### src/hdl/stwe_ram.sv
// Generic single-port-write, single-port-read RAM with registered read.
// No dependencies.
`default_nettype none
module stwe_ram #(
  parameter int unsigned Width = 8,
  parameter int unsigned Depth = 16
) (
  input  wire logic                     clk_i,
  input  wire logic                     we_i,
  input  wire logic [$clog2(Depth)-1:0] waddr_i,
  input  wire logic [Width-1:0]         wdata_i,
  input  wire logic [$clog2(Depth)-1:0] raddr_i,
  output logic      [Width-1:0]         rdata_o
);
  logic [Width-1:0] mem_q [Depth];

  always_ff @(posedge clk_i) begin
    if (we_i) begin
      mem_q[waddr_i] <= wdata_i;
    end
    rdata_o <= mem_q[raddr_i];
  end
endmodule
`default_nettype wire

### config.mk
export PLATFORM = sky130hd
export DESIGN_NAME = stwe_ram
export DESIGN_NICKNAME = d
export VERILOG_FILES = /design/src/hdl/stwe_ram.sv
export SDC_FILE = /design/constraint.sdc
export NUM_CORES = 1
export LEC_CHECK = 0
export ABC_AREA = 1
export ABC_CLOCK_PERIOD_IN_PS = 1300
export BUFFER_PORTS_ARGS = -buffer_cell sky130_fd_sc_hd__buf_4
export CORE_MARGIN = 3
export CORE_UTILIZATION = 50
export DETAILED_ROUTE_END_ITERATION = 6
export GPL_TIMING_DRIVEN = 0
export PLACE_DENSITY_LB_ADDON = 0.08
export SYNTH_ARGS = -nofsm -noshare
export SYNTH_HDL_FRONTEND = slang
export SYNTH_SLANG_ARGS = --single-unit
### constraint.sdc
create_clock -name clk_i -period 1.3 [get_ports clk_i]
set_input_delay 0.065 -clock clk_i [delete_from_list [all_inputs] [get_ports clk_i]]
set_output_delay 0.065 -clock clk_i [all_outputs]
set_load 0.005 [all_outputs]
==> results of run 1 <==
## area by class of cell
cell class | instances | area, um2 | area share
Multi-Input combinational cell | 289 | 1210 | 0.181
Sequential cell | 136 | 4000 | 0.598
Clock buffer | 22 | 454 | 0.0678
Clock inverter | 10 | 128 | 0.0191
Tap cell | 140 | 175 | 0.0261
Buffer | 24 | 166 | 0.0248
Timing Repair Buffer | 23 | 175 | 0.0261
Inverter | 102 | 383 | 0.0572
## metal layers
metal  wire length, um  global-route usage
met4               240              0.0921
met5                 0                   0
met3              1040              0.0408
met1              6450               0.342
met2              6330               0.347
## worst max path at each step
stage / startpoint / to / slack, ns / cells after the start
after CTS: waddr_i[0] / mem_q[12][7]$_DFFE_PP_ / 0.14 / 4
after global placement: waddr_i[1] / mem_q[13][3]$_DFFE_PP_ / -0.29 / 4
after global routing: waddr_i[1] / mem_q[12][7]$_DFFE_PP_ / 0.04 / 4
final: waddr_i[0] / mem_q[12][7]$_DFFE_PP_ / 0.13 / 4
after floorplan: waddr_i[2] / mem_q[10][0]$_DFFE_PP_ / 0.28 / 2
after detailed placement: waddr_i[0] / mem_q[12][3]$_DFFE_PP_ / -0.29 / 4
## per-stage QoR
step | setup slack (ns) | hold slack [ns] | cells | util | setup TNS [ns]
floorplan | 0.284 | 0.164 | 551 | - | 0
global placement | -0.292 | 0.418 | 713 | 0.554 | -17.16
detailed placement | -0.294 | 0.434 | 713 | 0.554 | -18.99
CTS | 0.142 | 0.0139 | 746 | 0.607 | 0
global route | 0.0406 | 0.0154 | 746 | 0.607 | 0
finish | 0.133 | 0.0211 | 746 | 0.607 | 0
## Yosys cell counts
cell and number:
nand2_1 173, edfxtp_1 128, inv_1 100, nand3_1 97, nor2_1 17, buf_2 13
dfxtp_1 8, buf_6 6, buf_4 4, inv_2 2, nand3b_1 2, buf_1 1
## registers in the layout (all words and copies together), names as in the netlist
| signal | flops |
|---|---|
| mem_q | 128 |
| rdata_o | 8 |
## what timing repair did
item,4_1_cts,5_1_grt
buffers inserted,0,0
hold endpoints to repair,4,0
hold buffers,1,0
## worst register-to-register path: cells and delay by family (launching register included)
kind,cells,cell delay [ns]
DFF,1,0.36
and+or+nand+nor,5,0.50
buffers and inverters,1,0.06
## cells by family after synthesis
group         after synthesis  share of synthesized area
flops                     136                      0.694
simple gates              289                      0.210
buf+inv                   126                     0.0952
## report_power, final
group          internal (W)  leakage, nW  switching (W)
clock network       0.00304        0.287        0.00170
registers           0.00490         1.22      0.0000264
logic              0.000217         1.41       0.000451
==> summary.md, run 1 <==
| Metric | Value |
|---|---|
| IO Port Bufs | `22` |
| Final HPWL DP | `9020 um` |
| Post-CTS sizing | `0` |
| Final hold vios | `0` |
| Clk_lat worst skew | `~0.41 ns` |
| Synth unique cells | `12` |
| DIE WIDTH | `113 um` |
| RSZ-0062 raised after global routing | `false` |
| First-pass GRT wire length | `21,500 um` |
| Register area share after synthesis | `0.694` |
| Crit-path max FO | `8` |
| Starting Density | `0.523` |
| #FFs+latches synth | `136` |
| Initial antenna violation count | `0` |
| Gr ovfl total | `0` |
| Fmax | `between 0.8 and 0.9 GHz` |
| TritonRoute pass-1 iters | `7` |
| Dpl cell area | `6110 um2` |
| IO Count | `26` |
| Inserted Clock Buffers | `17` |
| Critical Path Start Type | `input port` |
| CTS tree | `built` |
| # DRC | `0` |
| Final instance area | `6700 um2` |
| Share of layout cells above drive strength 1 | `0.124` |
| Clock Path Buffers | `2` |
| Number of max-cap violations | `0` |
| Final wirelength | `14,100 um` |
| Post-synth net total | `roughly 570` |
| Worst VDD drop | `slightly below 800 uV` |
| Hold wc startpoint | `wdata_i[4]` |
| Cell depth of the worst hold path | `1` |
| CP required | `around 1.3 ns` |
| Most frequent cells in the layout | `nand2_1, edfxtp_1, inv_1` |
| Sink Count | `136` |
| Tightest Pin Transition | `1.03 ns` |
| Mapped Cells | `between 500 and 600` |
| Tot Pwr | `approximately 0.010 W` |
| Final #Nets | `between 600 and 700` |
| Relative slew margins | `0.313` |
| Commonest non-fill, non-tap cell in the layout | `nand2_1` |
| CP endpoint kind | `register` |
| CP max-delay cell | `nor2_1` |
| # diodes | `0` |
| Reg2reg end | `rdata_o[1]$_DFF_P_` |
| Synth top area share | `0.667` |
| Largest net degree at the start of global routing | `17` |
| Routed WL per cell | `18.9 um` |
| Cells along the critical path | `buf_4, inv_1, nand2_1, nor2_1` |
| Mean post-synth cell area | `10.5 um2` |
| Die H | `about 110 um` |
| Synth area leaders | `edfxtp_1, nand2_1, nand3_1` |
| Clock Skew | `approximately 0.0060 ns` |
| Status | `finished clean` |
| Fillers | `around 900` |
| Root Buffer | `clkbuf_16` |
| # H-tree levels | `4` |
| Delay-heaviest family, CP | `simple AND/OR/NAND/NOR gates` |
| Cell area after synthesis | `5770 um2` |
| Critical Path AT | `1.20 ns` |
| Crit path time final | `roughly 1.2 ns` |
| Crit Path Category | `in -> reg` |
| Ys Warns | `0` |
| P_leak | `2.92 nW` |
| Hold Path End | `mem_q[2][4]$_DFFE_PP_` |
| Period Utilization, post-route | `0.897` |
| Starting DRT DRC Count | `about 370` |
| Vias in the first global route | `between 3,000 and 4,000` |
| CP max stage delay | `0.80 ns` |
| Die ar. | `12,900 um2` |
| Rows | `38` |
| Core region area | `about 11,000 um2` |
| Clk slew on worst S/H paths | `0.06 ns` |
| Pins Over Slew Limit | `0` |
| Worst hold path class | `in -> reg` |
| Gr usage total | `0.232` |
| Vias post-DR | `3,856` |
| PD cells | `1540 nW/um2` |
| Area grow syn2layout | `16.2%` |
| Vias per std cell | `5.17` |
| Post-route ant nets | `0` |
| Cell accounting for the most synthesized area | `edfxtp_1` |
| Setup Viol. Count Final | `0` |
| R2r setup slk | `0.26 ns` |
| CP bufs+invs | `2` |
| RePlAce Congestion | `0.928` |
| Reg-to-reg critical path startpoint | `mem_q[9][1]$_DFFE_PP_` |
| R2R cell count | `6` |
Power figures use the tool's default switching activity.
==> run 2, diff against run 1 <==
--- a/config.mk
+++ b/config.mk
@@ -7,10 +7,10 @@
 export LEC_CHECK = 0
 export ABC_AREA = 1
 export ABC_CLOCK_PERIOD_IN_PS = 1300
-export BUFFER_PORTS_ARGS = -buffer_cell sky130_fd_sc_hd__buf_4
 export CORE_MARGIN = 3
 export CORE_UTILIZATION = 50
 export DETAILED_ROUTE_END_ITERATION = 6
+export DONT_BUFFER_PORTS = 1
 export GPL_TIMING_DRIVEN = 0
 export PLACE_DENSITY_LB_ADDON = 0.08
 export SYNTH_ARGS = -nofsm -noshare
==> run 2 against run 1 <==
Total power about the same. Clock power increased by 1%. Maximum frequency increased by 11%. Combinational power decreased by 10%. Register-to-register slack hardly changed. Highest routed layer unchanged.
==> summary.md, run 2 (same netlist as run 1, synthesis figures left out) <==
| Metric | Value |
|---|---|
| Initial antenna violation count | `0 (unchanged)` |
| # DRC | `0 (unchanged)` |
| Critical Path Start Type | `input port` |
| Setup Viol. Count Final | `0 (unchanged)` |
| Status | `finished clean` |
| Relative slew margins | `0.301 (-0.0116)` |
| Utilization after layout | `0.599 (-0.00783)` |
| CP max-delay cell | `nor2_1` |
| Critical Path AT | `1.09 ns (-0.11 ns)` |
| Commonest non-fill, non-tap cell in the layout | `nand2_1` |
| Routed WL per cell | `18.9 um (about the same)` |
| # H-tree levels | `4 (unchanged)` |
| Pins Over Slew Limit | `0 (unchanged)` |
| Share of layout cells above drive strength 1 | `0.0847 (-0.0390)` |
| Max reg flops | `128 (unchanged)` |
| Cells along the critical path | `nand3b_1, nor2_1` |
| First-pass GRT wire length | `21,600 um (+0.51%)` |
| R2r setup slk | `0.26 ns (about the same)` |
| Met2 WL | `6200 um (-2.1%)` |
| Reg with most FFs | `mem_q` |
| IO Port Bufs | `0 (-100%)` |
| Wl on met1 | `6380 um (-1.1%)` |
| Fillers | `925 (+0.65%)` |
| Crit Path Category | `in -> reg` |
| Inserted Clock Buffers | `17 (unchanged)` |
| Final #Nets | `596 (-2.5%)` |
| Worst VDD drop | `1100 uV (+39%)` |
| Die H | `113 um (unchanged)` |
| Biggest regs | `mem_q (128), rdata_o (8)` |
| Final HPWL DP | `8940 um (-0.90%)` |
| Setup TNS | `0 ns (unchanged)` |
| Most frequent cells in the layout | `nand2_1, edfxtp_1, inv_1` |
| Final wirelength | `13,800 um (-2.1%)` |
| Clock Skew | `0.00875 ns (+0.00272 ns)` |
| Final hold vios | `0 (unchanged)` |
| Post-route ant nets | `0 (unchanged)` |
| PD cells | `1570 nW/um2 (+1.4%)` |
| Metal3 WL | `978 um (-6.2%)` |
| CTS tree | `built` |
| Area grow syn2layout | `14.7%` |
| Setup Buffers After CTS | `0 (unchanged)` |
| Dpl cell area | `5940 um2 (-2.7%)` |
| Clk_lat worst skew | `0.42 ns (about the same)` |
| Clk slew on worst S/H paths | `0.05 ns (about the same)` |
| TritonRoute pass-1 iters | `5 (-2)` |
| RePlAce Congestion | `0.959 (+3.3%)` |
| Gr ovfl total | `0 (unchanged)` |
| Starting DRT DRC Count | `441 (+18%)` |
| Largest net degree at the start of global routing | `17 (unchanged)` |
| Die ar. | `12,900 um2 (unchanged)` |
| CP required | `1.34 ns (about the same)` |
| Clock Path Buffers | `2 (unchanged)` |
| # diodes | `0 (unchanged)` |
| Vias per std cell | `5.17 (about the same)` |
| Sink Count | `136 (unchanged)` |
| Period Utilization, post-route | `0.812 (-0.0855)` |
| Tot Pwr | `0.0103 W (about the same)` |
| CP max stage delay | `0.77 ns (-0.03 ns)` |
| CP bufs+invs | `0 (-2)` |
| Number of max-cap violations | `0 (unchanged)` |
| Core region area | `11,000 um2 (unchanged)` |
| DIE WIDTH | `113 um (unchanged)` |
| Final WS setup | `0.244 ns (+0.111 ns)` |
| P_leak | `2.84 nW (-2.7%)` |
| Placement Setup Slack | `-0.182 ns (+0.112 ns)` |
| Fmax | `0.947 GHz (+11%)` |
| Root Buffer | `clkbuf_16` |
| CP endpoint kind | `register` |
| Vias post-DR | `3,776 (-2.1%)` |
| Crit path time final | `1.06 ns (-0.111 ns)` |
| Vias in the first global route | `3,656 (-1.5%)` |
| Top layer in use | `met4` |
| Tightest Pin Transition | `1.04 ns (+0.0173 ns)` |
| Gr usage total | `0.235 (+0.00255)` |
| IO Count | `26 (unchanged)` |
| Worst hold path class | `in -> reg` |
| Crit-path max FO | `8 (unchanged)` |
| Final instance area | `6610 um2 (-1.3%)` |
| Delay-heaviest family, CP | `simple AND/OR/NAND/NOR gates` |
| Rows | `38 (unchanged)` |
| Starting Density | `0.523 (unchanged)` |
| RSZ-0062 raised after global routing | `false` |
run 2: layer usage:
layer,up-vias,track usage
met5,-,0
met1,1785,0.343
li1,1831,-
met3,16,0.0637
met2,144,0.352
met4,0,0.0625
run 2: power by group:
part           switching (W)  total (W)  internal, W
Combinational       0.000427   0.000598     0.000171
Clock                0.00166    0.00481      0.00315
Sequential         0.0000314    0.00494      0.00491
run 2: path summary, 6_finish.rpt:
| kind | cells past startpoint | to | startpoint |
|---|---|---|---|
| worst max-delay path | 2 | mem_q[7][3]$_DFFE_PP_ | waddr_i[3] |
| worst max register to register | 6 | rdata_o[1]$_DFF_P_ | mem_q[8][1]$_DFFE_PP_ |
| worst min register to register | 6 | rdata_o[6]$_DFF_P_ | mem_q[15][6]$_DFFE_PP_ |
| worst min-delay path | 3 | rdata_o[6]$_DFF_P_ | raddr_i[3] |
run 2: repair_timing:
item                                   CTS  global route
hold buffers                             8             0
endpoints found under the hold margin  128             0
gates resized for setup                  0             0
run 2: layout make-up:
| class | instances | area [um2] | area share |
|---|---|---|---|
| Multi-Input combinational cell | 289 | 1210 | 0.184 |
| Clock inverter | 12 | 158 | 0.0238 |
| Inverter | 102 | 383 | 0.0579 |
| Clock buffer | 19 | 433 | 0.0655 |
| Buffer | 24 | 166 | 0.0252 |
| Tap cell | 140 | 175 | 0.0265 |
| Timing Repair Buffer | 8 | 80.1 | 0.0121 |
| Sequential cell | 136 | 4000 | 0.605 |
run 2: tightest hold or removal path, stage by stage:
cell and delay (ns):
buf_1 0.19, nand3_1 0.13, nand2_1 0.05
run 2: metrics by stage:
| stage | instances | hold slack (ns) |
|---|---|---|
| final | 730 | 0.0693 |
| after global routing | 730 | 0.101 |
| after CTS | 730 | 0.0588 |
| after detailed placement | 691 | 0.165 |
| after global placement | 691 | 0.165 |
| after floorplan | 551 | 0.164 |
==> run 3, diff against run 2 <==
--- a/config.mk
+++ b/config.mk
@@ -6,7 +6,7 @@
 export NUM_CORES = 1
 export LEC_CHECK = 0
 export ABC_AREA = 1
-export ABC_CLOCK_PERIOD_IN_PS = 1300
+export ABC_CLOCK_PERIOD_IN_PS = 850
 export CORE_MARGIN = 3
 export CORE_UTILIZATION = 50
 export DETAILED_ROUTE_END_ITERATION = 6
==> constraint.sdc (replaced) <==
create_clock -name clk_i -period 0.85 [get_ports clk_i]
set_input_delay 0.0425 -clock clk_i [delete_from_list [all_inputs] [get_ports clk_i]]
set_output_delay 0.0425 -clock clk_i [all_outputs]
set_load 0.005 [all_outputs]
==> run 3 against run 2 <==
Register-to-register slack worse by 0.39 ns. Cell count down 0.41%. Cell area grew 3.4%. Routed wire length rose by 1.0%. Critical path type is now reg -> reg. Sequential cell count unchanged. Sequential power is 53% higher. Worst setup slack lost 0.38 ns. Critical path depth grew 4. The run now ends with hold timing, setup timing left. Utilization grew 2.1 points. First-iteration DRC count shrank 18%. Combinational power grew 62%. Total power increased by 50%.
==> summary.md, run 3 (same netlist as run 1, synthesis figures left out) <==
| Metric | Value |
|---|---|
| Status | `finished with violations` |
| Failing checks | `hold timing, setup timing` |
| Placement Setup Slack | `-0.727 ns (-0.545 ns)` |
| Rows | `38 (unchanged)` |
| Clk pwr share | `0.450 (-0.015)` |
| Gr ovfl total | `0 (unchanged)` |
| Critical Path Start Type | `register` |
| Sequential share of power | `0.487 (+0.010)` |
| Inserted Clock Buffers | `17 (unchanged)` |
| Final HPWL DP | `8970 um (+0.32%)` |
| Commonest non-fill, non-tap cell in the layout | `nand2_1` |
| Crit path capture | `rdata_o[0]$_DFF_P_` |
| Post-route ant nets | `0 (unchanged)` |
| TritonRoute pass-1 iters | `7 (+2)` |
| NetSw | `0.00319 W (+51%)` |
| Final Non-Filler Cells | `727 (-0.41%)` |
| Max reg flops | `128 (unchanged)` |
| Root Buffer | `clkbuf_16` |
| Switching share of power | `0.206 (+0.00127)` |
| Reg-to-reg critical path startpoint | `mem_q[15][0]$_DFFE_PP_` |
| Comb pwr share | `0.063 (+0.005)` |
| R2r setup slk | `-0.13 ns (-0.39 ns)` |
| P_leak | `2.94 nW (+3.2%)` |
| DP Cell Count | `691 (unchanged)` |
| Setup Buffers After CTS | `0 (unchanged)` |
| Clk slew on worst S/H paths | `0.05 ns (about the same)` |
| Area grow syn2layout | `18.6%` |
| CTS tree | `built` |
| Setup Viol. Count Final | `8 (+8)` |
| Final instance area | `6840 um2 (+3.4%)` |
| Reg with most FFs | `mem_q` |
| Crit path time final | `0.984 ns` |
| Vias in the first global route | `3,569 (-2.4%)` |
| IO Port Bufs | `0 (unchanged)` |
| Final #Nets | `593 (-0.50%)` |
| Routed WL per cell | `19.1 um (+1.5%)` |
| Number of max-cap violations | `0 (unchanged)` |
| PD cells | `2270 nW/um2 (+45%)` |
| Clock Path Buffers | `2 (unchanged)` |
| WHS | `-0.280 ns (-0.349 ns)` |
| P_int | `0.0123 W (+50%)` |
| Tightest Pin Transition | `0.722 ns (-0.322 ns)` |
| Final wirelength | `13,900 um (+1.0%)` |
| Vias post-DR | `3,741 (-0.93%)` |
| Dpl cell area | `5970 um2 (+0.46%)` |
| Clk_lat worst skew | `0.42 ns (about the same)` |
| Starting Density | `0.523 (unchanged)` |
| Clock Skew | `0.00908 ns (+0.000334 ns)` |
| Initial antenna violation count | `0 (unchanged)` |
| R2R cell count | `6 (unchanged)` |
| DIE WIDTH | `113 um (unchanged)` |
| CP endpoint kind | `register` |
| Die ar. | `12,900 um2 (unchanged)` |
| Critical Path AT | `1.29 ns (+0.20 ns)` |
| Largest net degree at the start of global routing | `17 (unchanged)` |
| First-pass GRT wire length | `21,000 um (-3.0%)` |
| Worst hold path class | `in -> reg` |
| # diodes | `0 (unchanged)` |
| Pins Over Slew Limit | `0 (unchanged)` |
| RePlAce Congestion | `0.887 (-7.5%)` |
| Core region area | `11,000 um2 (unchanged)` |
| IO Count | `26 (unchanged)` |
| Reg2reg end | `rdata_o[0]$_DFF_P_` |
| # H-tree levels | `4 (unchanged)` |
| Final WS setup | `-0.134 ns (-0.379 ns)` |
| Crit Path Category | `reg -> reg` |
| RSZ-0062 raised after global routing | `true` |
| Tot Pwr | `0.0155 W (+50%)` |
| Biggest regs | `mem_q (128), rdata_o (8)` |
| Most frequent cells in the layout | `nand2_1, edfxtp_1, inv_1` |
| Sink Count | `136 (unchanged)` |
| # DRC | `0 (unchanged)` |
| Crit-path max FO | `1 (-7)` |
| Die H | `113 um (unchanged)` |
| Gr usage total | `0.228 (-0.00714)` |
| Crit. Startpoint | `mem_q[15][0]$_DFFE_PP_` |
| CP required | `1.15 ns (-0.19 ns)` |
| Relative slew margins | `0.518 (+0.217)` |
| Worst VDD drop | `1460 uV (+33%)` |
| Starting DRT DRC Count | `361 (-18%)` |
| Period Utilization, post-route | `1.16` |
| Final hold vios | `48 (+48)` |
| Fmax | `1.02 GHz` |
| Vias per std cell | `5.15 (-0.52%)` |
| Hold Buf Count CTS | `5 (-3)` |
| Share of layout cells above drive strength 1 | `0.181 (+0.0958)` |
-- run 3: final cells by class --
class,instances,area (um2)
multi-input cells,289,1490
clock buffers,26,489
plain buffers,24,166
well taps,140,175
clock inverters,5,73.8
repair buffers,5,62.6
flip-flops and latches,136,4000
fillers,868,4190
inverters,102,383
-- run 3: what timing repair did --
| item | in CTS | in global routing |
|---|---|---|
| hold endpoints to repair | 128 | 48 |
| setup endpoints to repair | 24 | 136 |
| gates cloned | 0 | 0 |
| resized for setup | 20 | 41 |
| pin swaps | 8 | 15 |
-- run 3: power groups by stage --
stage                     Clock (W)  Combinational, W  Sequential (W)
after global routing        0.00735           0.00106         0.00756
after CTS                   0.00706          0.000891         0.00756
after floorplan                   0          0.000539         0.00768
after global placement            0          0.000761         0.00769
after detailed placement          0          0.000768         0.00769
final                       0.00697          0.000971         0.00756
-- run 3: critical path, stage by stage, from the launching register on --
cell and delay, ns:
edfxtp_1 0.37, inv_1 0.06, nand2_1 0.05, nand3_1 0.10
nand3_1 0.09, nand3_2 0.13, nand2_1 0.07
-- run 3: per-layer routing --
metal | part of all wire | vias to the layer above | global-route usage
met3 | 0.063 | 27 | 0.0515
met5 | 0 | - | 0
met4 | 0.025 | 0 | 0.100
met1 | 0.46 | 1730 | 0.324
li1 | - | 1829 | -
met2 | 0.45 | 155 | 0.338
-- run 3: stage by stage --
stage                      util  setup TNS, ns
after detailed placement  0.541         -52.30
after CTS                 0.605          -4.24
after global routing      0.620          -1.46
after floorplan               -         -11.33
final                     0.620         -0.840
after global placement    0.541         -47.03
-- run 3: how the worst min path moves through the flow --
| stage | end | depth (start not counted) | slack [ns] | start |
|---|---|---|---|---|
| 6_report | mem_q[15][0]$_DFFE_PP_ | 0 | -0.28 | wdata_i[0] |
| 5_1_grt | mem_q[1][3]$_DFFE_PP_ | 0 | -0.29 | wdata_i[3] |
| 4_1_cts | mem_q[15][0]$_DFFE_PP_ | 0 | -0.29 | wdata_i[0] |
| 3_5_place_dp | mem_q[14][4]$_DFFE_PP_ | 0 | 0.14 | wdata_i[4] |
| 3_3_place_gp | mem_q[15][4]$_DFFE_PP_ | 0 | 0.14 | wdata_i[4] |
| 2_1_floorplan | mem_q[0][0]$_DFFE_PP_ | 0 | 0.14 | wdata_i[0] |
